===== config.mk =====
export PLATFORM = sky130hd
export DESIGN_NAME = sample_stream_deserializer
export DESIGN_NICKNAME = d
export VERILOG_FILES = /design/src/sv/ssd_pkg.sv /design/src/sv/ssd_cfg_regs.sv /design/src/sv/ssd_parser.sv /design/src/sv/ssd_out_reg.sv /design/src/sv/sample_stream_deserializer.sv
export SDC_FILE = /design/constraint.sdc
export NUM_CORES = 1
export LEC_CHECK = 0
export ABC_AREA = 1
export BUFFER_PORTS_ARGS = -buffer_cell sky130_fd_sc_hd__buf_2
export CAP_MARGIN = 40
export CORE_MARGIN = 4
export CORE_UTILIZATION = 56
export CTS_CLUSTER_DIAMETER = 80
export DETAILED_ROUTE_END_ITERATION = 8
export PLACE_DENSITY = 0.74
export SYNTH_ARGS = -nofsm -noshare
export SYNTH_HDL_FRONTEND = slang
export SYNTH_HIERARCHICAL = 1
export SYNTH_SLANG_ARGS = --single-unit

===== constraint.sdc =====
create_clock -name clk_i -period 6.45 [get_ports clk_i]
set_clock_uncertainty 0.05 [all_clocks]
set_input_delay 0.3225 -clock clk_i [delete_from_list [all_inputs] [get_ports clk_i]]
set_output_delay 0.3225 -clock clk_i [all_outputs]
set_load 0.02 [all_outputs]

===== src/sv/ssd_pkg.sv =====
// Shared types, codes and constants of the sample stream deserializer.
// Used by every module of the block; depends on nothing else.
`default_nettype none

package ssd_pkg;

  localparam int unsigned CHANNEL_INDEX_BITS = 16;

  localparam int unsigned CfgIndexWidth = 3;
  localparam int unsigned CfgDataWidth  = 16;

  localparam logic [CfgIndexWidth-1:0] REG_FORMAT = 3'd0;
  localparam logic [CfgIndexWidth-1:0] REG_COUNT  = 3'd1;
  localparam logic [CfgIndexWidth-1:0] REG_SWAP   = 3'd2;
  localparam logic [CfgIndexWidth-1:0] REG_FLUSH  = 3'd3;
  localparam logic [CfgIndexWidth-1:0] REG_TAG    = 3'd4;

  localparam logic [2:0] FMT_INT8    = 3'd0;
  localparam logic [2:0] FMT_INT16   = 3'd1;
  localparam logic [2:0] FMT_INT32   = 3'd2;
  localparam logic [2:0] FMT_INT64   = 3'd3;
  localparam logic [2:0] FMT_FLOAT32 = 3'd4;
  localparam logic [2:0] FMT_FLOAT64 = 3'd5;
  localparam logic [2:0] FMT_STRING  = 3'd6;

  localparam logic [31:0] F32_MAG_MASK  = 32'h7fffffff;
  localparam logic [31:0] F32_FRAC_MAX  = 32'h007fffff;
  localparam logic [31:0] F32_SIGN_MASK = 32'h80000000;
  localparam logic [63:0] F64_MAG_MASK  = 64'h7fffffffffffffff;
  localparam logic [63:0] F64_FRAC_MAX  = 64'h000fffffffffffff;
  localparam logic [63:0] F64_SIGN_MASK = 64'h8000000000000000;

  typedef enum logic [2:0] {
    KIND_STAMP    = 3'd0,
    KIND_DEDUCED  = 3'd1,
    KIND_VALUE    = 3'd2,
    KIND_LENGTH   = 3'd3,
    KIND_STR_BYTE = 3'd4,
    KIND_BAD_SIZE = 3'd5
  } kind_e;

  typedef struct packed {
    logic [2:0]  format;
    logic [15:0] count;
    logic        swap;
    logic        flush;
    logic [7:0]  tag;
  } cfg_t;

  typedef struct packed {
    kind_e       kind;
    logic [63:0] value;
    logic [15:0] index;
    logic        last;
  } result_t;

  // Number of bytes a numeric channel occupies; string and unused codes count as one.
  function automatic logic [3:0] fmt_width(input logic [2:0] fmt);
    logic [3:0] w;
    case (fmt)
      FMT_INT8:    w = 4'd1;
      FMT_INT16:   w = 4'd2;
      FMT_INT32:   w = 4'd4;
      FMT_INT64:   w = 4'd8;
      FMT_FLOAT32: w = 4'd4;
      FMT_FLOAT64: w = 4'd8;
      default:     w = 4'd1;
    endcase
    return w;
  endfunction

endpackage

`default_nettype wire


===== src/sv/ssd_cfg_regs.sv =====
// Configuration register file of the sample stream deserializer.
// Depends on ssd_pkg for register indexes and the configuration struct.
`default_nettype none

module ssd_cfg_regs (
  input  wire                                clk_i,
  input  wire                                rst_ni,
  input  wire                                cfg_valid_i,
  output logic                               cfg_ready_o,
  input  wire [ssd_pkg::CfgIndexWidth-1:0]   cfg_index_i,
  input  wire [ssd_pkg::CfgDataWidth-1:0]    cfg_data_i,
  output ssd_pkg::cfg_t                      cfg_o
);
  import ssd_pkg::*;

  cfg_t cfg_q;

  assign cfg_ready_o = 1'b1;
  assign cfg_o       = cfg_q;

  always_ff @(posedge clk_i or negedge rst_ni) begin
    if (!rst_ni) begin
      cfg_q.format <= FMT_FLOAT32;
      cfg_q.count  <= 16'd1;
      cfg_q.swap   <= 1'b0;
      cfg_q.flush  <= 1'b0;
      cfg_q.tag    <= 8'd1;
    end else if (cfg_valid_i) begin
      case (cfg_index_i)
        REG_FORMAT: cfg_q.format <= cfg_data_i[2:0];
        REG_COUNT:  cfg_q.count  <= cfg_data_i[15:0];
        REG_SWAP:   cfg_q.swap   <= cfg_data_i[0];
        REG_FLUSH:  cfg_q.flush  <= cfg_data_i[0];
        REG_TAG:    cfg_q.tag    <= cfg_data_i[7:0];
        default: begin
        end
      endcase
    end
  end

endmodule

`default_nettype wire


===== src/sv/ssd_parser.sv =====
// Input byte register and record parse state of the sample stream deserializer.
// Depends on ssd_pkg; produces at most one result per byte for the output register.
`default_nettype none

module ssd_parser #(
  parameter int unsigned ChannelIndexBits = ssd_pkg::CHANNEL_INDEX_BITS
) (
  input  wire               clk_i,
  input  wire               rst_ni,
  input  ssd_pkg::cfg_t     cfg_i,
  input  wire               in_valid_i,
  output logic              in_ready_o,
  input  wire [7:0]         in_byte_i,
  output logic              res_valid_o,
  input  wire               res_ready_i,
  output ssd_pkg::result_t  res_o
);
  import ssd_pkg::*;

  localparam logic [15:0] IdxMask = (ChannelIndexBits >= 16) ? 16'hffff :
      16'((32'd1 << ChannelIndexBits) - 32'd1);

  typedef enum logic [2:0] {
    PH_TAG     = 3'd0,
    PH_STAMP   = 3'd1,
    PH_NUMERIC = 3'd2,
    PH_LENSIZE = 3'd3,
    PH_LENGTH  = 3'd4,
    PH_CONTENT = 3'd5
  } phase_e;

  logic        in_valid_q;
  logic [7:0]  in_byte_q;
  phase_e      phase_q, phase_d;
  logic [3:0]  byte_count_q, byte_count_d;
  logic [63:0] assembly_q, assembly_d;
  logic [15:0] chan_q, chan_d;
  logic [3:0]  len_size_q, len_size_d;
  logic [63:0] remaining_q, remaining_d;

  logic        step;
  logic        has_res;
  result_t     res;
  logic [3:0]  bc_take;
  logic [63:0] asm_take;
  logic [16:0] next_chan;
  logic        end_last;
  phase_e      begin_phase;
  logic [15:0] idx;
  logic [63:0] rem_dec;
  logic [63:0] v;

  assign step       = in_valid_q && res_ready_i;
  assign in_ready_o = !in_valid_q || step;

  always_ff @(posedge clk_i or negedge rst_ni) begin
    if (!rst_ni) begin
      in_valid_q <= 1'b0;
    end else if (in_ready_o) begin
      in_valid_q <= in_valid_i;
    end
  end

  always_ff @(posedge clk_i) begin
    if (in_ready_o && in_valid_i) begin
      in_byte_q <= in_byte_i;
    end
  end

  assign bc_take   = byte_count_q + 4'd1;
  assign asm_take  = cfg_i.swap ? {assembly_q[55:0], in_byte_q} :
      (assembly_q | (64'(in_byte_q) << {byte_count_q[2:0], 3'b000}));
  assign next_chan = {1'b0, chan_q} + 17'd1;
  assign end_last  = next_chan >= {1'b0, cfg_i.count};
  assign begin_phase = (cfg_i.format == FMT_STRING) ? PH_LENSIZE : PH_NUMERIC;
  assign idx       = chan_q & IdxMask;
  assign rem_dec   = remaining_q - 64'd1;

  always_comb begin
    v = asm_take;
    if (cfg_i.flush) begin
      if (cfg_i.format == FMT_FLOAT32) begin
        v = {32'd0, asm_take[31:0]};
        if (v != 64'd0 && (v[31:0] & F32_MAG_MASK) <= F32_FRAC_MAX) begin
          v = {32'd0, v[31:0] & F32_SIGN_MASK};
        end
      end else if (cfg_i.format == FMT_FLOAT64) begin
        if (v != 64'd0 && (v & F64_MAG_MASK) <= F64_FRAC_MAX) begin
          v = v & F64_SIGN_MASK;
        end
      end
    end
  end

  always_comb begin
    phase_d      = phase_q;
    byte_count_d = byte_count_q;
    assembly_d   = assembly_q;
    chan_d       = chan_q;
    len_size_d   = len_size_q;
    remaining_d  = remaining_q;
    has_res      = 1'b0;
    res.kind     = KIND_STAMP;
    res.value    = 64'd0;
    res.index    = 16'd0;
    res.last     = 1'b0;
    case (phase_q)
      PH_TAG: begin
        chan_d       = 16'd0;
        byte_count_d = 4'd0;
        assembly_d   = 64'd0;
        if (in_byte_q == cfg_i.tag) begin
          has_res  = 1'b1;
          res.kind = KIND_DEDUCED;
          res.last = (cfg_i.count == 16'd0);
          phase_d  = res.last ? PH_TAG : begin_phase;
        end else begin
          phase_d = PH_STAMP;
        end
      end
      PH_STAMP: begin
        byte_count_d = bc_take;
        assembly_d   = asm_take;
        if (bc_take >= 4'd8) begin
          has_res      = 1'b1;
          res.kind     = KIND_STAMP;
          res.value    = asm_take;
          res.last     = (cfg_i.count == 16'd0);
          byte_count_d = 4'd0;
          assembly_d   = 64'd0;
          phase_d      = res.last ? PH_TAG : begin_phase;
        end
      end
      PH_NUMERIC: begin
        byte_count_d = bc_take;
        assembly_d   = asm_take;
        if (bc_take >= fmt_width(cfg_i.format)) begin
          has_res      = 1'b1;
          res.kind     = KIND_VALUE;
          res.value    = v;
          res.index    = idx;
          res.last     = end_last;
          byte_count_d = 4'd0;
          assembly_d   = 64'd0;
          chan_d       = end_last ? 16'd0 : next_chan[15:0];
          phase_d      = end_last ? PH_TAG : begin_phase;
        end
      end
      PH_LENSIZE: begin
        byte_count_d = 4'd0;
        assembly_d   = 64'd0;
        if (in_byte_q == 8'd1 || in_byte_q == 8'd2 || in_byte_q == 8'd4 ||
            in_byte_q == 8'd8) begin
          len_size_d = in_byte_q[3:0];
          phase_d    = PH_LENGTH;
        end else begin
          has_res   = 1'b1;
          res.kind  = KIND_BAD_SIZE;
          res.value = 64'(in_byte_q);
          res.index = idx;
          res.last  = 1'b1;
          chan_d    = 16'd0;
          phase_d   = PH_TAG;
        end
      end
      PH_LENGTH: begin
        byte_count_d = bc_take;
        assembly_d   = asm_take;
        if (bc_take >= len_size_q) begin
          has_res   = 1'b1;
          res.kind  = KIND_LENGTH;
          res.value = asm_take;
          res.index = idx;
          if (asm_take == 64'd0) begin
            res.last     = end_last;
            byte_count_d = 4'd0;
            assembly_d   = 64'd0;
            chan_d       = end_last ? 16'd0 : next_chan[15:0];
            phase_d      = end_last ? PH_TAG : begin_phase;
          end else begin
            remaining_d = asm_take;
            phase_d     = PH_CONTENT;
          end
        end
      end
      PH_CONTENT: begin
        remaining_d = rem_dec;
        has_res     = 1'b1;
        res.kind    = KIND_STR_BYTE;
        res.value   = 64'(in_byte_q);
        res.index   = idx;
        if (rem_dec == 64'd0) begin
          res.last     = end_last;
          byte_count_d = 4'd0;
          assembly_d   = 64'd0;
          chan_d       = end_last ? 16'd0 : next_chan[15:0];
          phase_d      = end_last ? PH_TAG : begin_phase;
        end
      end
      default: begin
        phase_d      = PH_TAG;
        byte_count_d = 4'd0;
        assembly_d   = 64'd0;
      end
    endcase
  end

  assign res_valid_o = step && has_res;
  assign res_o       = res;

  always_ff @(posedge clk_i or negedge rst_ni) begin
    if (!rst_ni) begin
      phase_q      <= PH_TAG;
      byte_count_q <= 4'd0;
      assembly_q   <= 64'd0;
      chan_q       <= 16'd0;
      len_size_q   <= 4'd0;
      remaining_q  <= 64'd0;
    end else if (step) begin
      phase_q      <= phase_d;
      byte_count_q <= byte_count_d;
      assembly_q   <= assembly_d;
      chan_q       <= chan_d;
      len_size_q   <= len_size_d;
      remaining_q  <= remaining_d;
    end
  end

  // A field never collects more than eight bytes before it is closed.
  assert property (@(posedge clk_i) disable iff (!rst_ni) byte_count_q <= 4'd8)
    else $error("byte count ran past eight");

  // A bad length size always closes the record.
  assert property (@(posedge clk_i) disable iff (!rst_ni)
      (res_valid_o && res.kind == KIND_BAD_SIZE) |-> res.last)
    else $error("bad length size result is not the last of its record");

  // After the final result of a record the parser waits for the next tag.
  assert property (@(posedge clk_i) disable iff (!rst_ni)
      (res_valid_o && res.last) |=> (phase_q == PH_TAG && chan_q == 16'd0))
    else $error("parser did not return to the tag phase after a record");

endmodule

`default_nettype wire


===== src/sv/ssd_out_reg.sv =====
// Result register of the sample stream deserializer, one stream transaction deep.
// Depends on ssd_pkg for the result struct.
`default_nettype none

module ssd_out_reg (
  input  wire               clk_i,
  input  wire               rst_ni,
  input  wire               res_valid_i,
  output logic              res_ready_o,
  input  ssd_pkg::result_t  res_i,
  output logic              out_valid_o,
  input  wire               out_ready_i,
  output ssd_pkg::result_t  out_o
);
  import ssd_pkg::*;

  logic    valid_q;
  result_t data_q;

  assign res_ready_o = !valid_q || out_ready_i;
  assign out_valid_o = valid_q;
  assign out_o       = data_q;

  always_ff @(posedge clk_i or negedge rst_ni) begin
    if (!rst_ni) begin
      valid_q <= 1'b0;
    end else if (res_ready_o) begin
      valid_q <= res_valid_i;
    end
  end

  always_ff @(posedge clk_i) begin
    if (res_ready_o && res_valid_i) begin
      data_q <= res_i;
    end
  end

endmodule

`default_nettype wire


===== src/sv/sample_stream_deserializer.sv =====
// Sample stream deserializer: parses serialized sample records one byte per transaction.
// Instantiates ssd_cfg_regs, ssd_parser and ssd_out_reg; depends on ssd_pkg.
//
// The block gives at most one result per byte. Each byte sits in an input register,
// passes the combinational parse logic and its result is written to an output register,
// from which it is presented on the result side. The sustained rate is one byte per cycle
// as long as the result side keeps up. While a result waits in the output register, the
// parser stops, also for bytes that give no result, and the input side takes at most
// one further byte into its register. Configuration writes are always taken and should
// be made only while no transaction is in flight.
`default_nettype none

module sample_stream_deserializer #(
  parameter int unsigned CHANNEL_INDEX_BITS = ssd_pkg::CHANNEL_INDEX_BITS
) (
  input  wire                               clk_i,
  input  wire                               rst_ni,
  input  wire                               cfg_valid_i,
  output logic                              cfg_ready_o,
  input  wire [ssd_pkg::CfgIndexWidth-1:0]  cfg_index_i,
  input  wire [ssd_pkg::CfgDataWidth-1:0]   cfg_data_i,
  input  wire                               s_axis_tvalid,
  output logic                              s_axis_tready,
  input  wire [7:0]                         s_axis_tdata,  // [7:0] in_byte
  output logic                              m_axis_tvalid,
  input  wire                               m_axis_tready,
  output logic [79:0]                       m_axis_tdata,  // [63:0] value, [79:64] channel_index
  output logic [2:0]                        m_axis_tuser,  // [2:0] kind
  output logic                              m_axis_tlast   // last_of_sample
);
  import ssd_pkg::*;

  cfg_t    cfg;
  logic    res_valid;
  logic    res_ready;
  result_t res;
  result_t out;

  ssd_cfg_regs u_cfg (
    .clk_i       (clk_i),
    .rst_ni      (rst_ni),
    .cfg_valid_i (cfg_valid_i),
    .cfg_ready_o (cfg_ready_o),
    .cfg_index_i (cfg_index_i),
    .cfg_data_i  (cfg_data_i),
    .cfg_o       (cfg)
  );

  ssd_parser #(
    .ChannelIndexBits (CHANNEL_INDEX_BITS)
  ) u_parser (
    .clk_i       (clk_i),
    .rst_ni      (rst_ni),
    .cfg_i       (cfg),
    .in_valid_i  (s_axis_tvalid),
    .in_ready_o  (s_axis_tready),
    .in_byte_i   (s_axis_tdata),
    .res_valid_o (res_valid),
    .res_ready_i (res_ready),
    .res_o       (res)
  );

  ssd_out_reg u_out (
    .clk_i       (clk_i),
    .rst_ni      (rst_ni),
    .res_valid_i (res_valid),
    .res_ready_o (res_ready),
    .res_i       (res),
    .out_valid_o (m_axis_tvalid),
    .out_ready_i (m_axis_tready),
    .out_o       (out)
  );

  assign m_axis_tdata = {out.index, out.value};
  assign m_axis_tuser = out.kind;
  assign m_axis_tlast = out.last;

endmodule

`default_nettype wire


# == Word level (Yosys, flattened, before mapping) ==
# Index checks and enable logic that the tools add are counted.
# totals
ff_bits,278
input_bits,32
out_inout_bits,87
word_cells,150
# op_classes
n_addsub,3
n_lt_le_gt_ge,6
eq_ne,27
shifts,1
n_mux,60
n_bitwise,1
reduce_logical,34
# ops
op,n
two-way mux 64 bit,11
one-hot mux 64 bit (5 select lines),1
one-hot mux 64 bit (4 select lines),1
two-way mux 83 bit,2
zero test 64 bit,2
one-hot mux 64 bit (2 select lines),1
two-way mux 63 bit,2
two-way mux 16 bit,6
two-way mux 84 bit,1
one-hot mux 16 bit (5 select lines),1
OR 64 bit,1
one-hot mux 16 bit (4 select lines),1
nonzero test 64 bit,1
left shift 8 x 6 -> 64 bit,1
subtractor 64 x 1 -> 64 bit (second input constant),1
<= comparator 63 x 52 -> 1 bit (second input constant),1
one-hot mux 3 bit (6 select lines),2
nonzero test 32 bit,1
<= comparator 31 x 23 -> 1 bit (second input constant),1
two-way mux 31 bit,1
two-way mux 3 bit,9
two-way mux 4 bit,6
== test 3 x 2 -> 1 bit (second input constant),6
== test 3 bit (second input constant),6
30 further kinds,66

# == Depth between registers and ports, before layout ==
# Gate-level depths: netlist of the first run.
# logic_depth
depth_word,11
depth_mapped,24
depth_no_buf,23

# == Cells and area by module ==
# The synthesis of the first run kept the hierarchy.
# modules_own_cells
mod,n_inst,cells_each,area_each_um2,seq_area_each_um2
ssd_parser,1,2538,15334.7,4144.0
ssd_out_reg,1,90,2567.5,2547.4
ssd_cfg_regs,1,139,1227.4,729.4

# == Worst setup path after synthesis of the first run ==
# No wires, ideal clock.
# synth_timing
kind,register -> register
from,register u_parser.byte_count_q[1]
to,register u_out.data_q (netlist bit u_out/out_o[0]) (enable)
setup_time_ps,554
t_arrival_ps,6255
t_required_ps,5846
path_slack_ps,-409
stages_incl_launch_ff,20
n_path_buf,2
period_less_slack_ps,6859
path_cell_list,dfrtp_1 > buf_4 > nand2_1 > inv_2 > buf_6 > nand2_1 > xor2_1 > inv_1 > ha_1 > nand2_1 > inv_1 > o21ai_0 > nand2_1 > a31o_2 > nand2_1 > nand2_1 > a2111oi_0 > nor2_1 > inv_1 > a21oi_1
# synth_via
elab_chain_cells,6
elab_cells_between_ends,10
classes_between,add/sub: 1; order compare: 3; mux: 4; reduce/logical: 2
# synth_rtl
element,line_no,rtl
"start, declared",ssd_parser.sv:35,"logic [3:0] byte_count_q, byte_count_d;"
"start signal, assigned",ssd_parser.sv:221,byte_count_q <= byte_count_d;
adder 4 x 1 -> 4 bit *,ssd_parser.sv:70,assign bc_take = byte_count_q + 4'd1;
greater-or-equal comparator 4 bit (on tied branches),"ssd_parser.sv:169, ssd_parser.sv:124, ssd_parser.sv:137",
two-way mux 1 bit (on tied branches),"ssd_parser.sv:169, ssd_parser.sv:124, ssd_parser.sv:137",
one-hot mux 1 bit (6 select lines) *,ssd_parser.sv:107,case (phase_q)
logical AND 1 bit *,ssd_parser.sv:208,assign res_valid_o = step && has_res;
net res_valid,sample_stream_deserializer.sv:34,logic res_valid;
logical AND 1 bit *,ssd_out_reg.sv:33,if (res_ready_o && res_valid_i) begin
"end signal, assigned",ssd_out_reg.sv:34,data_q <= res_i;
"end, declared",ssd_out_reg.sv:18,result_t data_q;
# Mark *: on every way through the listed nets, which the timed path passes. The rest lies on a longest branch.
# A chain may end at the register's enable or synchronous reset.

# == Worst setup path after layout of the first run ==
# layout_timing
from,register u_parser.remaining_q[0]
to,register u_parser.assembly_q[36]
# layout_via
elab_chain_cells,4
# layout_rtl
element,line_no,rtl
"start, declared",ssd_parser.sv:39,"logic [63:0] remaining_q, remaining_d;"
"start signal, assigned",ssd_parser.sv:225,remaining_q <= remaining_d;
subtractor 64 x 1 -> 64 bit,ssd_parser.sv:77,assign rem_dec = remaining_q - 64'd1;
zero test 64 bit,ssd_parser.sv:192,if (rem_dec == 64'd0) begin
!= test 2 x 1 -> 1 bit (no line),-,
AND reduction 2 bit (no line),-,
"end signal, assigned",ssd_parser.sv:222,assembly_q <= assembly_d;
"end, declared",ssd_parser.sv:36,"logic [63:0] assembly_q, assembly_d;"
# No other way between the ends.

==> reports/qor.csv, run 1 <==
stage,metric,value,unit
clock_network,cts_resized,0,
clock_network,tritoncts,done,
critical_path,rr_startpoint,u_parser/remaining_q[0],
grt,antenna_found_initial,0,
clock_network,htreeDepth,1,
grt,grt_max_degree,93,
critical_path,crit_path_end_kind,flip-flop,
route,vias,19500,
pwr,p_per_area,389,mW/mm^2
critical_path,regToRegEndpoint,u_parser/assembly_q[36],
finish,area_growth,10.9,%
finish,insertedDiodeCount,0,
synthesis,syn-instance-count,2767,
finish,drive_above_1_share,11.2,%
critical_path,crit_fanout,57,
pwr,clkPwrFrac,21.7,%
placement,placed_area,0.0199,mm^2
synthesis,syn_avg_cell_area,6.91,um^2
grt,overflow,0,
clock_network,clock_latency,0.60,ns
floorplanning,fp.dieH,193,um
placement,dp_hpwl,45400,um
finish,fill_cells,3065,
floorplanning,initial_core_util,56.9,%
clock_network,numClockSinks,278,
synthesis,synth.yosys.warnings,6,
synthesis,syn_nets,2827,
critical_path,ff2ff_path_depth,18,
critical_path,cp.arrival,4.90,ns
route,routed_wl,64200,um
critical_path,cp_data_required_time,6.87,ns
pwr,swShare,47.2,%
timing,period_needed,4.48,ns
placement,placed_cells,3224,
floorplanning,die_x,193,um
clock_network,cts_made_buffers,31,
critical_path,endpoint,u_parser/assembly_q[36],
floorplanning,core_area,0.0336,mm^2
timing,drv_slew,0,
timing,fmax,0.223,GHz
floorplanning,die-area,0.0372,mm^2
synthesis,async_flop_share,66.9,%
floorplanning,ios,119,
route,ant_nets,0,
flow_run,cap_violations,0,
pwr,internal_power,4.35,mW
clock_network,clock_path_buffers,3,
route,drc,0,
timing,timing.final.crit_share,69.4,%
timing,finalSetupTns,0,ns
grt,grt_first_pass_wirelength,100000,um
hold_path,hold_class,input pin to flip-flop,
synthesis,synth.distinct_cells,46,
grt,grt_pass1_vias,18100,
pwr,p_leak,10.4,nW
synthesis,synth_edf_count,92,
pwr,vdd_ir_drop_max,255,uV
pwr,p_seq_share,34.7,%
route,first_pass_iters,7,
clock_network,cts-root-buf,clkbuf_16,
critical_path,critical_path_class,flip-flop to flip-flop,
outcome,status,finished clean,
placement,gp_congestion,1.01,
timing,tightest_slew,0.902,ns
pwr,power,8.24,mW
placement,portBuffers,117,
route,wire_per_inst,19.4,um
finish,postLayoutCellArea,0.0212,mm^2
synthesis,ys_seq_area_share,38.8,%
route,via_per_inst,5.90,
timing,hold_viol,0,
synthesis,ys.flop_type,dfrtp_1,
pwr,p_switching,3.89,mW
synthesis,synth_seq_cells,278,
route,first_iter_violations,2493,
timing,slew_headroom,39.9,%
timing,setup_viol_count_final,0,
finish,fin_nets,2896,
floorplanning,row_count,67,
critical_path,worst_setup_path_start_kind,flip-flop,
finish,fin_cells,3309,
grt,grtUsageTotal,34.2,%
timing,rsz0062_at_grt,false,
critical_path,reg2reg_slack,1.97,ns
pwr,power_frac_comb,43.5,%
critical_path,crit_start,u_parser/remaining_q[0],
clock_network,path_clk_slew,0.06,ns
synthesis,syn_area,0.0191,mm^2
## metal layers
metal / global-route usage [%] / wire length [um] / vias up
met2: 51.5 / 27700 / 1207
met5: 0 / 0 / -
met1: 48.7 / 26400 / 9061
li1: - / - / 9079
met4: 14.9 / 3090 / 0
met3: 5.72 / 6920 / 189
## placed cells by master, fill, tap and decap left out, types with 4 or more instances in the layout
cell and n:
buf_4 21, nand2_2 6, clkinv_2 4, o211ai_2 56, nand3_1 363, edfxtp_1 92
nand4_1 30, or2_1 5, o211ai_1 71, or2_2 15, nor2_2 9, nand2_1 854
xnor2_1 8, a21oi_1 35, clkbuf_16 32, inv_1 306, dlygate4sd3_1 27, ha_1 28
clkinvlp_4 5, nor3_1 13, o21ai_1 77, nor2_1 354, inv_2 13, dfrtp_1 182
buf_2 116, o21ai_0 46, inv_6 6, clkinv_1 5, xor2_1 23, nor2_4 8
## worst max-delay path: stages (launching register included)
cell     delay, ns
dfrtp_1       0.38
inv_1         0.15
ha_1          0.33
nand3_2       0.15
nor2_2        0.33
nand3_1       0.25
nand2_1       0.13
nand2_1       0.09
nor2_1        0.12
nand2_1       0.06
nor2_1        0.17
nand2_1       0.08
nor2_1        0.24
nand3_1       0.17
nand2_4       0.57
nand2_2       0.38
buf_4         0.44
nand2_1       0.15
nand2_1       0.06
## stage by stage
step	worst slack, ns	util (%)	hold slack (ns)
floorplan	1.49	-	-0.0231
global placement	2.18	58.9	0.406
detailed placement	2.18	59.3	0.176
CTS	2.16	63.1	0.0158
global route	1.69	63.1	0.0709
finish	1.97	63.1	0.0306
## worst min-delay path by stage
stage                                      start                       end  depth (start not counted)
after floorplan                           rst_ni           u_cfg/cfg_o[11]                          0
after global placement    u_parser/assembly_q[9]    u_parser/assembly_q[9]                          2
after detailed placement                  rst_ni  u_parser/remaining_q[41]                          1
after CTS                         cfg_index_i[0]            u_cfg/cfg_o[9]                          4
after global routing              cfg_index_i[0]            u_cfg/cfg_o[9]                          4
final                             cfg_index_i[0]            u_cfg/cfg_o[9]                          4
## cells in the mapped netlist (all sizes together) (28+ instances only)
master	instances	share of area [%]
ha	28	1.8
a21oi	37	0.97
inv	320	6.3
clkbuf	72	1.4
buf	63	2.3
o211ai	127	6.4
edfxtp	92	14
nand4	30	0.98
nor2	372	7.7
nand2	863	17
o21ai	125	3.3
nand3	364	9.5
dfrtp	183	24
## power by group through the flow
stage	Combinational [mW]	Sequential (mW)	Clock, mW
2_1_floorplan	2.40	2.81	0
3_3_place_gp	3.37	2.87	0
3_5_place_dp	3.47	2.86	0
4_1_cts	3.50	2.84	1.81
5_1_grt	3.91	2.92	1.88
6_report	3.59	2.86	1.79
## registers in the layout, summed over array words and instances (netlist names), 3 cells and up
name and count:
u_out/out_o 84, u_parser/byte_count_q 4, u_parser/assembly_q 64, u_parser/chan_q 16, u_parser/len_size_q 4, u_parser/phase_q 3
u_cfg/cfg_o 29, u_parser/in_byte_q 8, u_parser/remaining_q 64
## cell families (layout without fill, tap and decap cells)
logic type	Yosys count	in the layout	share of synthesized area [%]
buffers and inverters	457	551	9.99
AND/OR/NAND/NOR	1674	1674	36.8
AO/OA/AOI/OAI	297	297	11.1
XOR/XNOR	32	32	1.47
adder cells (fa/ha/maj)	28	28	1.83
flip-flops	278	278	38.8
other	1	1	0.0196
## layout make-up
| cell class | count | area (um^2) | area share (%) |
|---|---|---|---|
| clock buffers | 35 | 812 | 3.83 |
| multi-input cells | 2032 | 9850 | 46.4 |
| clock inverters | 23 | 206 | 0.973 |
| flip-flops and latches | 278 | 7420 | 35.0 |
| well taps | 448 | 561 | 2.64 |
| inverters | 322 | 1210 | 5.71 |
| repair buffers | 171 | 1150 | 5.43 |
## what timing repair did
action,CTS,global route
hold buffers,27,0
setup buffers,0,0
hold endpoints to repair,149,0
(Power assumes the default switching activity.)
==> run 2: changes to the inputs <==
- clock period: 6.45 -> 3.7 ns (I/O delays scaled with it)
==> reports/qor.csv, run 2 (synthesized netlist as in run 1, its figures left out) <==
stage,metric,value,unit,change
placement,dp_hpwl,47200,um,was 45400 um
critical_path,cp_data_required_time,3.92,ns,was 6.87 ns
clock_network,clock_path_buffers,3,,unchanged
finish,fin_util,65.2,%,was 63.1%
grt,grt_max_degree,75,,was 93
floorplanning,ios,119,,unchanged
pwr,power,14.9,mW,was 8.24 mW
timing,drv_slew,0,,unchanged
timing,rsz0062_at_grt,false,,unchanged
timing,tightest_slew,0.909,ns,was 0.902 ns
clock_network,path_clk_slew,0.06,ns,about the same
clock_network,cts-root-buf,clkbuf_16,,unchanged
placement,portBuffers,117,,unchanged
grt,antenna_found_initial,1,,was 0
floorplanning,initial_core_util,56.9,%,unchanged
grt,grtUsageTotal,35.6,%,was 34.2%
floorplanning,die_x,193,um,unchanged
finish,largest_register_ffs,84,,unchanged
route,ant_nets,0,,unchanged
timing,hold_viol,0,,unchanged
finish,insertedDiodeCount,0,,unchanged
outcome,status,finished clean,,unchanged
route,first_iter_violations,2380,,was 2493
timing,slew_headroom,39.4,%,was 39.9%
clock_network,tritoncts,done,,unchanged
finish,drive_above_1_share,13.1,%,was 11.2%
timing,setup_viol_count_final,0,,unchanged
route,vias,19600,,was 19500
critical_path,critical_path_class,flip-flop to flip-flop,,unchanged
timing,period_needed,3.68,ns,was 4.48 ns
grt,grt_pass1_vias,18300,,was 18100
route,routed_wl,66300,um,was 64200 um
timing,timing.final.crit_share,99.5,%,was 69.4%
critical_path,regToRegEndpoint,u_out/out_o[33],,was u_parser/assembly_q[36]
critical_path,ff2ff_path_depth,16,,was 18
critical_path,cp.arrival,3.90,ns,was 4.90 ns
placement,placed_area,0.0203,mm^2,was 0.0199 mm^2
clock_network,htreeDepth,2,,was 1
clock_network,numClockSinks,278,,unchanged
route,drc,0,,unchanged
clock_network,cts_made_buffers,34,,was 31
route,via_per_inst,5.82,,was 5.90
route,wire_per_inst,19.7,um,was 19.4 um
placement,gp_congestion,0.958,,was 1.01
critical_path,worst_setup_path_start_kind,flip-flop,,unchanged
pwr,vdd_ir_drop_max,682,uV,was 255 uV
grt,overflow,0,,unchanged
timing,fmax,0.272,GHz,was 0.223 GHz
critical_path,reg2reg_slack,0.02,ns,was 1.97 ns
critical_path,crit_fanout,23,,was 57
clock_network,clock_latency,0.55,ns,was 0.60 ns
critical_path,crit_path_end_kind,flip-flop,,unchanged
floorplanning,fp.dieH,193,um,unchanged
pwr,p_leak,10.8,nW,was 10.4 nW
pwr,p_per_area,678,mW/mm^2,was 389 mW/mm^2
timing,finalSetupTns,0,ns,unchanged
floorplanning,core_area,0.0336,mm^2,unchanged
finish,final_cell_mix,"nand2_1 (849), nand3_1 (363), nor2_1 (351), inv_1 (305), dfrtp_1 (182)",,"was nand2_1 (854), nand3_1 (363), nor2_1 (354), inv_1 (306), dfrtp_1 (182)"
finish,postLayoutCellArea,0.0219,mm^2,was 0.0212 mm^2
critical_path,rr_startpoint,u_parser/byte_count_q[1],,was u_parser/remaining_q[0]
floorplanning,row_count,67,,unchanged
hold_path,hold_class,input pin to asynchronous set/reset pin,,was input pin to flip-flop
flow_run,cap_violations,0,,unchanged
finish,area_growth,14.6,%,was 10.9%
finish,final_common_cell,nand2_1,,unchanged
grt,grt_first_pass_wirelength,103000,um,was 100000 um
finish,fin_nets,2958,,was 2896
floorplanning,die-area,0.0372,mm^2,unchanged
route,first_pass_iters,6,,was 7
[run 2: metal layers]
layer	global-route usage [%]	vias to the layer above	part of all wire (%)
met3	6.58	201	9.5
met1	50.4	9198	43
met5	0	-	0.017
met2	53.9	1012	43
li1	-	9213	-
met4	14.9	2	4.5
[run 2: worst max-delay path by stage]
stage / start / end / slack (ns) / depth (start not counted)
CTS: u_parser/chan_q[2] / u_parser/chan_q[2] / 0.009 / 20
floorplan: u_parser/byte_count_q[1] / u_out/out_o[0] / -0.21 / 19
detailed placement: u_parser/chan_q[2] / u_parser/chan_q[2] / 0.04 / 20
finish: u_parser/byte_count_q[1] / u_out/out_o[33] / 0.02 / 16
global route: u_parser/remaining_q[0] / u_parser/chan_q[12] / 0.007 / 18
global placement: u_parser/chan_q[2] / u_parser/chan_q[2] / 0.13 / 22
[run 2: layout make-up]
type	count	area, um^2
Clock buffer	43	936
Clock inverter	18	194
Fill cell	3017	11700
Inverter	322	1210
Multi-Input combinational cell	2032	9940
Sequential cell	278	7420
Tap cell	448	561
Timing Repair Buffer	230	1670
[run 2: timing repair]
item | CTS | global route
gates resized for setup | 0 | 11
hold buffers | 41 | 0
buffers inserted | 0 | 1
hold endpoints to repair | 177 | 0
setup endpoints to repair | 0 | 82
[run 2: worst max-delay path, stage by stage (launching register included)]
cell and delay [ns]:
dfrtp_1 0.42, buf_4 0.23, inv_1 0.48, nand3_1 0.27, o21ai_0 0.32, nand2_1 0.18, nand2_1 0.13, nor2_1 0.07
nand2_1 0.06, nor2_1 0.06, nand2_1 0.16, inv_1 0.08, nand2_2 0.10, nand4_1 0.15, nand3_1 0.19, buf_4 0.30
a21oi_1 0.13
[run 2: power by group]
part           internal, mW  switching (mW)
Clock                  2.07            1.36
Sequential             4.14           0.804
Combinational          1.88            4.59
Total                  8.09            6.76
[run 2: per-stage QoR]
stage	setup WS (ns)	instances	hold slack [ns]
final	0.0194	3371	0.0398
after global placement	0.134	3266	0.308
after global routing	0.00724	3371	0.0534
after detailed placement	0.0372	3267	0.0335
after CTS	0.00875	3369	0.0123
after floorplan	-0.209	2767	-0.161
